**src/hw/rtl/cct_pkg.sv**
```systemverilog
// Shared types, codes and widths of the compacting connection table.
package cct_pkg;

  localparam int unsigned DEPTH_DEF = 8;

  localparam int unsigned CMD_W    = 2;
  localparam int unsigned HANDLE_W = 8;
  localparam int unsigned ADDR_W   = 16;
  localparam int unsigned STATUS_W = 2;
  localparam int unsigned SLOT_W   = 3;
  localparam int unsigned COUNT_W  = 4;
  localparam int unsigned ENTRY_W  = HANDLE_W + ADDR_W;

  localparam logic [CMD_W-1:0] CMD_FIND   = 2'd0;
  localparam logic [CMD_W-1:0] CMD_ADD    = 2'd1;
  localparam logic [CMD_W-1:0] CMD_REMOVE = 2'd2;

  localparam logic [STATUS_W-1:0] ST_OK        = 2'd0;
  localparam logic [STATUS_W-1:0] ST_NOT_FOUND = 2'd1;
  localparam logic [STATUS_W-1:0] ST_FULL      = 2'd2;

  typedef struct packed {
    logic [CMD_W-1:0]    command;
    logic [HANDLE_W-1:0] link_handle;
    logic [ADDR_W-1:0]   peer_address;
  } cct_item_t;

  typedef struct packed {
    logic [STATUS_W-1:0] status;
    logic [SLOT_W-1:0]   slot_index;
    logic [ADDR_W-1:0]   found_address;
    logic [COUNT_W-1:0]  entry_count;
  } cct_result_t;

endpackage

```
**src/hw/rtl/cct_if.sv**
```systemverilog
// Valid/ready channel interfaces for command and result beats.
interface cct_in_if;
  logic                         valid;
  logic                         ready;
  logic [cct_pkg::CMD_W-1:0]    command;
  logic [cct_pkg::HANDLE_W-1:0] link_handle;
  logic [cct_pkg::ADDR_W-1:0]   peer_address;

  modport source (output valid, command, link_handle, peer_address, input ready);
  modport sink (input valid, command, link_handle, peer_address, output ready);
endinterface

interface cct_out_if;
  logic                         valid;
  logic                         ready;
  logic [cct_pkg::STATUS_W-1:0] status;
  logic [cct_pkg::SLOT_W-1:0]   slot_index;
  logic [cct_pkg::ADDR_W-1:0]   found_address;
  logic [cct_pkg::COUNT_W-1:0]  entry_count;

  modport source (output valid, status, slot_index, found_address, entry_count,
                  input ready);
  modport sink (input valid, status, slot_index, found_address, entry_count,
                output ready);
endinterface

```
**src/hw/rtl/cct_ram.sv**
```systemverilog
// Generic single-write, single-read RAM with registered read data.
module cct_ram #(
  parameter int unsigned WIDTH = cct_pkg::ENTRY_W,
  parameter int unsigned DEPTH = cct_pkg::DEPTH_DEF,
  localparam int unsigned AW = (DEPTH > 1) ? $clog2(DEPTH) : 1
) (
  input  logic             clk,
  input  logic             we,
  input  logic [AW-1:0]    waddr,
  input  logic [WIDTH-1:0] wdata,
  input  logic             re,
  input  logic [AW-1:0]    raddr,
  output logic [WIDTH-1:0] rdata
);

  logic [WIDTH-1:0] mem_r [DEPTH];
  logic [WIDTH-1:0] rdata_r;

  always_ff @(posedge clk) begin
    if (we) begin
      mem_r[waddr] <= wdata;
    end
    if (re) begin
      rdata_r <= mem_r[raddr];
    end
  end

  assign rdata = rdata_r;

endmodule

```
**src/hw/rtl/cct_engine.sv**
```systemverilog
// Command sequencer: search, append and compaction walk over the entry RAM.
module cct_engine #(
  parameter int unsigned TABLE_DEPTH = cct_pkg::DEPTH_DEF
) (
  input  logic                 clk,
  input  logic                 rst_n,
  input  logic                 in_valid,
  output logic                 in_ready,
  input  cct_pkg::cct_item_t   in_item,
  output logic                 res_valid,
  input  logic                 res_ready,
  output cct_pkg::cct_result_t res
);

  localparam int unsigned IDX_W = (TABLE_DEPTH > 1) ? $clog2(TABLE_DEPTH) : 1;
  localparam int unsigned CNT_W = $clog2(TABLE_DEPTH + 1);
  localparam logic [CNT_W-1:0] FULL_CNT = CNT_W'(TABLE_DEPTH);

  localparam logic [2:0] S_IDLE = 3'd0;
  localparam logic [2:0] S_RD   = 3'd1;
  localparam logic [2:0] S_CMP  = 3'd2;
  localparam logic [2:0] S_SRD  = 3'd3;
  localparam logic [2:0] S_SWR  = 3'd4;
  localparam logic [2:0] S_DONE = 3'd5;

  logic [2:0]                    state_r, state_nxt;
  logic [cct_pkg::CMD_W-1:0]     cmd_r, cmd_nxt;
  logic [cct_pkg::HANDLE_W-1:0]  handle_r, handle_nxt;
  logic [CNT_W-1:0]              ptr_r, ptr_nxt;
  logic [CNT_W-1:0]              count_r, count_nxt;
  logic [IDX_W-1:0]              hit_r, hit_nxt;
  logic [cct_pkg::ADDR_W-1:0]    found_r, found_nxt;
  logic [cct_pkg::STATUS_W-1:0]  status_r, status_nxt;

  logic [CNT_W-1:0]              ptr_inc;
  logic                          ram_we;
  logic                          ram_re;
  logic [IDX_W-1:0]              ram_waddr;
  logic [IDX_W-1:0]              ram_raddr;
  logic [cct_pkg::ENTRY_W-1:0]   ram_wdata;
  logic [cct_pkg::ENTRY_W-1:0]   ram_rdata;
  logic [IDX_W+cct_pkg::SLOT_W-1:0]  hit_ext;
  logic [CNT_W+cct_pkg::COUNT_W-1:0] cnt_ext;

  assign ptr_inc  = ptr_r + 1'b1;
  assign in_ready = (state_r == S_IDLE);

  cct_ram #(
    .WIDTH (cct_pkg::ENTRY_W),
    .DEPTH (TABLE_DEPTH)
  ) u_ram (
    .clk   (clk),
    .we    (ram_we),
    .waddr (ram_waddr),
    .wdata (ram_wdata),
    .re    (ram_re),
    .raddr (ram_raddr),
    .rdata (ram_rdata)
  );

  always_comb begin
    state_nxt  = state_r;
    cmd_nxt    = cmd_r;
    handle_nxt = handle_r;
    ptr_nxt    = ptr_r;
    count_nxt  = count_r;
    hit_nxt    = hit_r;
    found_nxt  = found_r;
    status_nxt = status_r;
    ram_we     = 1'b0;
    ram_re     = 1'b0;
    ram_waddr  = ptr_r[IDX_W-1:0];
    ram_raddr  = ptr_r[IDX_W-1:0];
    ram_wdata  = ram_rdata;
    res_valid  = 1'b0;
    unique case (state_r)
      S_IDLE: begin
        if (in_valid) begin
          cmd_nxt    = in_item.command;
          handle_nxt = in_item.link_handle;
          found_nxt  = '0;
          hit_nxt    = '0;
          status_nxt = cct_pkg::ST_OK;
          if (in_item.command == cct_pkg::CMD_ADD) begin
            state_nxt = S_DONE;
            if (count_r >= FULL_CNT) begin
              status_nxt = cct_pkg::ST_FULL;
            end else begin
              ram_we    = 1'b1;
              ram_waddr = count_r[IDX_W-1:0];
              ram_wdata = {in_item.link_handle, in_item.peer_address};
              hit_nxt   = count_r[IDX_W-1:0];
              count_nxt = count_r + 1'b1;
            end
          end else if (count_r == '0) begin
            status_nxt = cct_pkg::ST_NOT_FOUND;
            state_nxt  = S_DONE;
          end else begin
            ptr_nxt   = '0;
            state_nxt = S_RD;
          end
        end
      end
      S_RD: begin
        ram_re    = 1'b1;
        state_nxt = S_CMP;
      end
      S_CMP: begin
        if (ram_rdata[cct_pkg::ENTRY_W-1 -: cct_pkg::HANDLE_W] == handle_r) begin
          found_nxt = ram_rdata[cct_pkg::ADDR_W-1:0];
          hit_nxt   = ptr_r[IDX_W-1:0];
          state_nxt = (cmd_r == cct_pkg::CMD_REMOVE) ? S_SRD : S_DONE;
        end else if (ptr_inc >= count_r) begin
          status_nxt = cct_pkg::ST_NOT_FOUND;
          state_nxt  = S_DONE;
        end else begin
          ptr_nxt   = ptr_inc;
          state_nxt = S_RD;
        end
      end
      S_SRD: begin
        if (ptr_inc < count_r) begin
          ram_re    = 1'b1;
          ram_raddr = ptr_inc[IDX_W-1:0];
          state_nxt = S_SWR;
        end else begin
          count_nxt = count_r - 1'b1;
          state_nxt = S_DONE;
        end
      end
      S_SWR: begin
        ram_we    = 1'b1;
        ptr_nxt   = ptr_inc;
        state_nxt = S_SRD;
      end
      S_DONE: begin
        res_valid = 1'b1;
        if (res_ready) begin
          state_nxt = S_IDLE;
        end
      end
      default: begin
        state_nxt = S_IDLE;
      end
    endcase
  end

  always_ff @(posedge clk) begin
    if (!rst_n) begin
      state_r <= S_IDLE;
      count_r <= '0;
    end else begin
      state_r <= state_nxt;
      count_r <= count_nxt;
    end
  end

  always_ff @(posedge clk) begin
    cmd_r    <= cmd_nxt;
    handle_r <= handle_nxt;
    ptr_r    <= ptr_nxt;
    hit_r    <= hit_nxt;
    found_r  <= found_nxt;
    status_r <= status_nxt;
  end

  assign hit_ext = {{cct_pkg::SLOT_W{1'b0}}, hit_r};
  assign cnt_ext = {{cct_pkg::COUNT_W{1'b0}}, count_r};

  assign res.status        = status_r;
  assign res.slot_index    = hit_ext[cct_pkg::SLOT_W-1:0];
  assign res.found_address = found_r;
  assign res.entry_count   = cnt_ext[cct_pkg::COUNT_W-1:0];

  a_count_bound: assert property (@(posedge clk) disable iff (!rst_n)
    count_r <= FULL_CNT)
    else $error("entry count above table depth");

  a_write_in_range: assert property (@(posedge clk) disable iff (!rst_n)
    ram_we && state_r == S_SWR |-> CNT_W'(ram_waddr) < count_r)
    else $error("compaction write beyond occupied entries");

  a_read_used: assert property (@(posedge clk) disable iff (!rst_n)
    ram_re |=> state_r == S_CMP || state_r == S_SWR)
    else $error("RAM read data not consumed");

  a_count_change: assert property (@(posedge clk) disable iff (!rst_n)
    !$stable(count_r) |-> $past(state_r) == S_IDLE || $past(state_r) == S_SRD)
    else $error("entry count changed outside add or remove");

endmodule

```
**src/hw/rtl/compacting_connection_table.sv**
```systemverilog
// Top level of the compacting connection table with result output register.
//
//  channel   dir  beat payload                                      handshake
//  in_chan   in   command, link_handle, peer_address                valid/ready
//  out_chan  out  status, slot_index, found_address, entry_count    valid/ready
//
// Entries live in one RAM with one write and one registered read port; add
// appends one, find compares them in order, remove moves later ones down.
// One command is in flight at a time; the output register lets the next
// command start while a result beat waits. Reset clears the entry count, the
// engine state and the output valid flag but not the RAM; entries are written
// before they are read.
module compacting_connection_table #(
  parameter int unsigned TABLE_DEPTH = cct_pkg::DEPTH_DEF
) (
  input  logic         clk,
  input  logic         rst_n,
  cct_in_if.sink       in_chan,
  cct_out_if.source    out_chan
);

  cct_pkg::cct_item_t   item;
  cct_pkg::cct_result_t res;
  cct_pkg::cct_result_t out_r;
  logic                 out_valid_r;
  logic                 res_valid;
  logic                 res_ready;
  logic                 push;

  assign item.command      = in_chan.command;
  assign item.link_handle  = in_chan.link_handle;
  assign item.peer_address = in_chan.peer_address;

  cct_engine #(
    .TABLE_DEPTH (TABLE_DEPTH)
  ) u_engine (
    .clk       (clk),
    .rst_n     (rst_n),
    .in_valid  (in_chan.valid),
    .in_ready  (in_chan.ready),
    .in_item   (item),
    .res_valid (res_valid),
    .res_ready (res_ready),
    .res       (res)
  );

  assign res_ready = !out_valid_r || out_chan.ready;
  assign push      = res_valid && res_ready;

  always_ff @(posedge clk) begin
    if (!rst_n) begin
      out_valid_r <= 1'b0;
    end else if (push) begin
      out_valid_r <= 1'b1;
    end else if (out_chan.ready) begin
      out_valid_r <= 1'b0;
    end
  end

  always_ff @(posedge clk) begin
    if (push) begin
      out_r <= res;
    end
  end

  assign out_chan.valid         = out_valid_r;
  assign out_chan.status        = out_r.status;
  assign out_chan.slot_index    = out_r.slot_index;
  assign out_chan.found_address = out_r.found_address;
  assign out_chan.entry_count   = out_r.entry_count;

  a_push_lands: assert property (@(posedge clk) disable iff (!rst_n)
    push |=> out_valid_r)
    else $error("result beat lost at output register");

  a_no_overwrite: assert property (@(posedge clk) disable iff (!rst_n)
    out_valid_r && !out_chan.ready |-> !push)
    else $error("pending result beat overwritten");

  a_idle_accept: assert property (@(posedge clk) disable iff (!rst_n)
    in_chan.valid && in_chan.ready |=> !in_chan.ready)
    else $error("second command taken while one is in flight");

endmodule

```
**src/flat_wrapper.sv**
```systemverilog
// flat-port wrapper written by rule: the top's interface ports become plain ports
module compacting_connection_table_flat 
#(
  parameter int unsigned TABLE_DEPTH = cct_pkg::DEPTH_DEF
)
  (clk, rst_n, in_chan_valid, in_chan_command, in_chan_link_handle, in_chan_peer_address, in_chan_ready, out_chan_valid, out_chan_status, out_chan_slot_index, out_chan_found_address, out_chan_entry_count, out_chan_ready);
  cct_in_if in_chan_i ();
  cct_out_if out_chan_i ();
  input  logic clk;
  input  logic rst_n;
  input wire logic [$bits(in_chan_i.valid)-1:0] in_chan_valid;
  input wire logic [$bits(in_chan_i.command)-1:0] in_chan_command;
  input wire logic [$bits(in_chan_i.link_handle)-1:0] in_chan_link_handle;
  input wire logic [$bits(in_chan_i.peer_address)-1:0] in_chan_peer_address;
  output wire logic [$bits(in_chan_i.ready)-1:0] in_chan_ready;
  output wire logic [$bits(out_chan_i.valid)-1:0] out_chan_valid;
  output wire logic [$bits(out_chan_i.status)-1:0] out_chan_status;
  output wire logic [$bits(out_chan_i.slot_index)-1:0] out_chan_slot_index;
  output wire logic [$bits(out_chan_i.found_address)-1:0] out_chan_found_address;
  output wire logic [$bits(out_chan_i.entry_count)-1:0] out_chan_entry_count;
  input wire logic [$bits(out_chan_i.ready)-1:0] out_chan_ready;
  assign in_chan_i.valid = in_chan_valid;
  assign in_chan_i.command = in_chan_command;
  assign in_chan_i.link_handle = in_chan_link_handle;
  assign in_chan_i.peer_address = in_chan_peer_address;
  assign in_chan_ready = in_chan_i.ready;
  assign out_chan_valid = out_chan_i.valid;
  assign out_chan_status = out_chan_i.status;
  assign out_chan_slot_index = out_chan_i.slot_index;
  assign out_chan_found_address = out_chan_i.found_address;
  assign out_chan_entry_count = out_chan_i.entry_count;
  assign out_chan_i.ready = out_chan_ready;
  compacting_connection_table #(.TABLE_DEPTH(TABLE_DEPTH)) u_core (.clk(clk), .rst_n(rst_n), .in_chan(in_chan_i), .out_chan(out_chan_i));
endmodule
```
**config.mk**
```make
export PLATFORM = sky130hd
export DESIGN_NAME = compacting_connection_table_flat
export DESIGN_NICKNAME = d
export VERILOG_FILES = /design/src/hw/rtl/cct_pkg.sv /design/src/hw/rtl/cct_if.sv /design/src/hw/rtl/cct_ram.sv /design/src/hw/rtl/cct_engine.sv /design/src/hw/rtl/compacting_connection_table.sv /design/src/flat_wrapper.sv
export SDC_FILE = /design/constraint.sdc
export NUM_CORES = 1
export LEC_CHECK = 0
export ABC_AREA = 1
export BUFFER_PORTS_ARGS = -buffer_cell sky130_fd_sc_hd__buf_2
export CAP_MARGIN = 20
export CORE_UTILIZATION = 61
export DETAILED_ROUTE_END_ITERATION = 6
export GPL_ROUTABILITY_DRIVEN = 0
export HOLD_SLACK_MARGIN = 0.12
export PLACE_DENSITY_LB_ADDON = 0.15
export SLEW_MARGIN = 20
export SYNTH_ARGS = -nofsm -noshare
export SYNTH_HDL_FRONTEND = slang
export SYNTH_SLANG_ARGS = --single-unit
```
**constraint.sdc**
```tcl
create_clock -name clk -period 4.2 [get_ports clk]
set_clock_uncertainty 0.1 [all_clocks]
set_input_delay 0.21 -clock clk [delete_from_list [all_inputs] [get_ports clk]]
set_output_delay 0.21 -clock clk [all_outputs]
set_load 0.02 [all_outputs]
```
Yosys cells after proc, flatten, opt, wreduce, memory -nomap -nowiden --
Memories as Yosys holds them, arrays and structs flattened. A register that Yosys moved wholly into a read port is not among the register bits. Index checks and enable logic that the tools add are counted.
Word-level totals: bits in registers 68, RAM bits 192, input port bits 30, output and inout bits 27, logic and storage cells 110, memories 1
Memories:
- u_core.u_engine.u_ram.mem_r | depth 8, bits a word 24, read ports 1, clocked after Yosys merged registers in 1, wr ports 1, line cct_ram.sv:16 | logic [WIDTH-1:0] mem_r [DEPTH];
Operators by class: add/subtract/negate cells 3, order comparisons 3, equality and inequality tests 19, muxes and demuxes 56, reductions and logical operators 15
Operators with widths (count):
- 24-bit 2-to-1 mux | 4
- 3-bit 2-to-1 mux | 17
- 4-bit 2-to-1 mux | 9
- 16-bit 2-to-1 mux | 2
- 16-bit one-hot mux with 2 select lines | 1
- 2-bit inequality test (second input constant) | 9
- 3-bit one-hot mux with 6 select lines | 1
- 4-bit one-hot mux with 3 select lines | 1
- 1-bit 2-to-1 mux | 11
- 2-bit 2-to-1 mux | 5
- 4-bit by 1-bit adder with 4-bit output (second input constant) | 2
- 8-bit equality test | 1
- 4-bit one-hot mux with 2 select lines | 1
- 3-bit by 2-bit equality test with 1-bit output (second input constant) | 2
- 3-bit equality test (second input constant) | 2
- 3-bit one-hot mux with 2 select lines | 1
- 6-bit AND reduction | 1
- 2-bit nonzero test | 3
- 5-bit AND reduction | 1
- 4-bit >= comparator | 1
- 4-bit >= comparator (second input constant) | 1
- 4-bit logical NOT | 1
- 4-bit less-than comparator | 1
- 2-bit by 1-bit inequality test with 1-bit output (second input constant) | 2
- 14 further kinds | 16

Longest topological paths before layout --
depth after elaboration 7, depth in mapped cells 17, mapped depth without buffers 15

Modules after synthesis --
A second synthesis with hierarchy kept.
Second synthesis, totals: cell total of the unflattened synthesis 1200, area total of the unflattened synthesis 12404.4 um^2
Modules (own cells, without submodules):
- cct_ram | times used 1, cells an instance 872, area an instance 9146.3 um^2, sequential area each 6486.2 um^2
- cct_engine | times used 1, cells an instance 296, area an instance 2456.1 um^2, sequential area each 1191.1 um^2
- compacting_connection_table | times used 1, cells an instance 32, area an instance 802.0 um^2, sequential area each 770.7 um^2

Worst setup path before layout --
No wires, ideal clock.
kind reg-to-reg, start register u_core.u_engine.state_r[0], end memory u_core.u_engine.u_ram.mem_r[6][0] in the netlist's numbering (enable), library setup time 405 ps, arrival 2618 ps, data required time 3695 ps, setup slack 1077 ps, stages on the path, launching flop included 8, path buffers 0, clock period less this slack 3123 ps, cell sequence dfxtp_1 > nor2_1 > nand2_1 > nor2_1 > inv_1 > o22ai_1 > nand2_1 > nor2_1
On the way: longest elaborated chain between the ends 4, elaborated cells between the ends (all ways) 6, classes of those cells 1 x eq/ne; 4 x mux; 1 x reduce/logical
Ends and longest elaborated chain:
- start, declared | line cct_engine.sv:26 | logic [2:0] state_r, state_nxt;
- start signal, assigned | line cct_engine.sv:153 | state_r <= state_nxt;
- 3-bit equality test or 3-bit logical NOT (tied branches) | line cct_engine.sv:76 | unique case (state_r)
- 1-bit one-hot mux with 2 select lines | line cct_engine.sv:76
- 1-bit 2-to-1 mux | line cct_ram.sv:20 | if (we) begin
- 1-bit 2-to-1 mux (implied by the code) | line cct_ram.sv:21 | mem_r[waddr] <= wdata;
- end, declared | line cct_ram.sv:16
Several ways; a longest one is shown, not always the timed one.

Worst setup path in the final report --
start register u_core.u_engine.ptr_r[0], end register u_core.u_engine.u_ram.rdata_r[2], in the netlist u_core.u_engine.u_ram.rdata[2] (read register of u_core.u_engine.u_ram.mem_r), data pin
On the way: longest elaborated chain between the ends 4, elaborated cells between the ends (all ways) 6, classes of those cells 1 x add/sub; 1 x order compare; 4 x mux
Ends and longest elaborated chain:
- start, declared | line cct_engine.sv:29 | logic [CNT_W-1:0] ptr_r, ptr_nxt;
- start signal, assigned | line cct_engine.sv:161 | ptr_r <= ptr_nxt;
- 4-bit by 1-bit adder with 4-bit output (*) | line cct_engine.sv:45 | assign ptr_inc = ptr_r + 1'b1;
- named net u_core.u_engine.ptr_inc[1] | line cct_engine.sv:35 | logic [CNT_W-1:0] ptr_inc;
- 4-bit less-than comparator | line cct_engine.sv:122 | if (ptr_inc < count_r) begin
- 1-bit 2-to-1 mux or 3-bit 2-to-1 mux (tied branches) | line cct_engine.sv:122
- 1-bit one-hot mux with 2 select lines or 3-bit 2-to-1 mux (tied branches) | line cct_engine.sv:76
- end, declared | line cct_ram.sv:17 | logic [WIDTH-1:0] rdata_r;
Mark *: on every way through the listed nets, which the timed path passes. The rest lies on a longest branch. A chain may end at the register's enable or synchronous reset.

==> metrics.md <==
| Metric | Value |
|---|---|
| Status | completed |
| Layout cells sized above 1 | 11.1% |
| Clk Latency, worst-skew pair | 0.53 ns |
| WS Path Type | reg2reg |
| Max Freq | 273 MHz |
| Layout net count | around 1,200 |
| EDFF count, synth | 276 |
| Syn avg cell area | 11.0 um2 |
| Post-DP Area | 13,000 um2 |
| Chip height | 145 um |
| DRC violations left | 0 |
| Initial antenna violation count | 1 |
| R2R setup slack | 0.54 ns |
| Worst R2R Path Depth | 13 |
| Count leader, synth | nand2_1 |
| Sequential area share after synthesis | 68.1% |
| Reg2reg end | u_core.u_engine.u_ram.rdata[2]$_DFFE_PP_ |
| DIE WIDTH | 145 um |
| CP most frequent cell | nand2_1 |
| Detail Placement HPWL | 14.5 mm |
| Final antenna-violating net count | 0 |
| Critical-path top delay cell | buf_4 |
| Wire per inst | between 15 and 20 um |
| Tot GR Track Use | 26.5% |
| FF-to-FF Start | u_core.u_engine.ptr_r[0]$_SDFFCE_PN0P_ |
| Worst EP required | ~4.4 ns |
| Largest area contributor in the netlist | edfxtp_1 |
| Worst Path Max Fanout | 96 |
| Port Buffers | 56 |
| Final Max Slew Viols | 0 |
| Post-synth net total | 1,169 |
| Crit-path cells | ha_1 > ha_1 > inv_1 > nor2_1 > o21ai_1 > nand4_4 > nand2_2 > buf_4 > nand2_1 > nand3_1 > nand2_1 > nand2_1 > nand2_1 |
| Die footprint | 20,900 um2 |
| Initial Utilization | 62.9% |
| Largest cells by area after synthesis | edfxtp_1 67%, nand2_1 9.0%, inv_1 5.4% |
| Core area | 19,700 um2 |
| Top cells by count, synth | 297 x nand2_1, 276 x edfxtp_1, 178 x inv_1, 128 x nand3_1, 72 x nand3b_1 |
| Drt pass-1 iters | 5 |
| Static leakage | ~5.8 nW |
| Fin crit period | ~3.7 ns |
| CTS clk-pin slew, worst paths | 0.06 ns |
| Final wirelength | 26.3 mm |
| Worst min path class | in2reg |
| Clk root buf | clkbuf_16 |
| Postcts setup bufs | 0 |
| Distinct cells, synth | 34 |
| WP data arrival | 3.84 ns |
| Row count | 51 |
| Peak VDD IR | about 0.4 mV |
| Total CTS buffers | 28 |
| First-pass GRT wire length | 41.1 mm |
| Worst setup SP type | flip-flop |
| Ant. Diodes | 0 |
| Endpoint kind of the worst setup timing path | flip-flop |
| Via count | 8,061 |
| TritonCTS clock tree | done |
| Area delta synth->final | 12.6% |
| Synthesized cell area | between 10,000 and 15,000 um2 |
| Final hold viol count | 0 |
| Synth Instances | 1,131 |
| Clock Tree Buf Depth | 3 |
| Critical path origin | u_core.u_engine.ptr_r[0]$_SDFFCE_PN0P_ |
| Io pins | 57 |
| Initial DRC Count | 692 |
| Final Setup Violations | 0 |
| FF+latch count, synth | ~280 |
| Maxcap violations | 0 |
| Sink Count | 284 |
| RSZ-0062 raised after global routing | false |
| Vias per inst | around 5.4 |
| Worst Tran Pin Value | about 1.1 ns |
| CTS H-tree lvls | 1 |
| Vias in the first global route | about 7,700 |
| Pwr per Cell Area | 706 nW/um2 |
| Largest net degree at the start of global routing | 97 |
| Critical Path Max Stage Delay | 0.78 ns |
| Max_slew headroom | roughly a quarter |
| Synth warnings | 0 |
| Grt ovf | 0 |
| Total Neg Setup Slack | 0 ns |
| Critical path destination | u_core.u_engine.u_ram.rdata[2]$_DFFE_PP_ |
| Ys async rst share | 0% |
| Ratio of final minimum period to clock period | 87.1% |
| Finished Cell Area | 14,000 um2 |
| Ys flop type | edfxtp_1 |
| Yosys top cell area share | 66.8% |
==> state kept, by name (all words and copies together) (netlist names), 3 cells and up <==
name                           flops
u_core.u_engine.state_r            3
u_core.out_chan.found_address     16
u_core.out_chan.slot_index         3
u_core.u_engine.hit_r              3
u_core.u_engine.u_ram.mem_r      192
u_core.out_chan.entry_count        4
u_core.u_engine.handle_r           8
u_core.u_engine.count_r            4
u_core.u_engine.found_r           16
u_core.u_engine.ptr_r              4
u_core.u_engine.u_ram.rdata       24
==> report_power, final <==
group / total (mW) / internal (mW) / switching, mW / leakage, nW
registers: 4.27 / 4.09 / 0.179 / 2.59
clock network: 2.31 / 1.32 / 0.994 / 0.424
logic: 3.28 / 0.934 / 2.35 / 2.76
==> placed cells by master, fill, tap and decap left out, types with 2 or more instances in the layout <==
| master | netlist | layout |
|---|---|---|
| buf_4 | 7 | 17 |
| clkbuf_16 | 0 | 29 |
| nor3_1 | 2 | 2 |
| clkinv_2 | 0 | 8 |
| a21oi_1 | 12 | 12 |
| buf_12 | 0 | 3 |
| nand2_1 | 297 | 297 |
| xnor2_1 | 8 | 8 |
| o22ai_1 | 3 | 3 |
| clkbuf_1 | 17 | 6 |
| nor2_2 | 0 | 8 |
| inv_1 | 178 | 177 |
| clkinv_1 | 1 | 6 |
| buf_2 | 20 | 56 |
| nand3_1 | 128 | 128 |
| nand3b_1 | 72 | 72 |
| dfxtp_1 | 8 | 8 |
| dlygate4sd3_1 | 0 | 13 |
| inv_2 | 2 | 3 |
| edfxtp_1 | 276 | 276 |
| nor2_1 | 44 | 35 |
| o21ai_0 | 27 | 27 |
| o21ai_4 | 0 | 2 |
| ha_1 | 7 | 7 |
==> final cells by class <==
class	count	area, um2
Multi-Input combinational cell	616	3050
Timing Repair Buffer	89	598
Tap cell	265	332
Fill cell	1328	5760
Clock buffer	35	748
Sequential cell	284	8450
Clock inverter	15	100
Inverter	181	679
==> logic make-up after synthesis <==
logic type,after synthesis,share of synthesized area [%]
AND/OR/NAND/NOR,551,20.7
AO/OA/AOI/OAI,49,2.15
XOR/XNOR,8,0.565
flip-flops,284,68.1
adder cells (fa/ha/maj),8,0.868
buffers and inverters,231,7.59
==> stage by stage <==
stage	worst slack (ns)	util (%)	hold WS, ns	std cells	power (mW)
5_1_grt	0.355	70.8	0.203	1485	10.4
4_1_cts	0.555	70.8	0.155	1485	9.89
2_1_floorplan	1.08	-	0.209	1131	6.62
3_3_place_gp	0.702	65.8	0.301	1422	7.46
6_report	0.541	70.8	0.175	1485	9.86
3_5_place_dp	0.626	65.8	0.303	1422	7.56
==> repair_timing <==
action                                  CTS  global route
endpoints found under the setup margin    0             0
gates resized for setup                   0             0
hold buffers                             13             0
hold endpoints to repair                 44             0
==> routing by layer <==
layer / GRT usage (%) / vias up / wire, um
met3: 4.47 / 50 / 1750
met4: 7.92 / 2 / 512
met5: 0 / - / 12
li1: - / 3887 / -
met2: 44.4 / 289 / 12800
met1: 35.6 / 3833 / 11200
==> worst min-delay path by stage <==
stage                                                   from                                      endpoint  slack, ns  cells after the start
floorplan                                 in_chan_command[0]            u_core.u_engine.cmd_r[0]$_DFFE_PP_       0.21                      0
global placement    u_core.u_engine.found_r[1]$_SDFFCE_PN0P_    u_core.out_chan.found_address[1]$_DFFE_PP_       0.30                      0
detailed placement                        in_chan_command[0]            u_core.u_engine.cmd_r[0]$_DFFE_PP_       0.30                      1
CTS                                 in_chan_peer_address[15]  u_core.u_engine.u_ram.mem_r[0][15]$_DFFE_PP_       0.16                      3
global route                        in_chan_peer_address[15]  u_core.u_engine.u_ram.mem_r[0][15]$_DFFE_PP_       0.20                      3
finish                              in_chan_peer_address[15]  u_core.u_engine.u_ram.mem_r[0][15]$_DFFE_PP_       0.18                      3
==> critical path, delay by kind of cell (launching register included) <==
kind | cells | cell delay [ns]
buf+inv | 2 | 0.84
simple gates | 8 | 0.76
fa+ha+maj | 2 | 0.75
flops | 1 | 0.52
compound gates | 1 | 0.41
No activity file was read; power rests on OpenSTA's default activity.
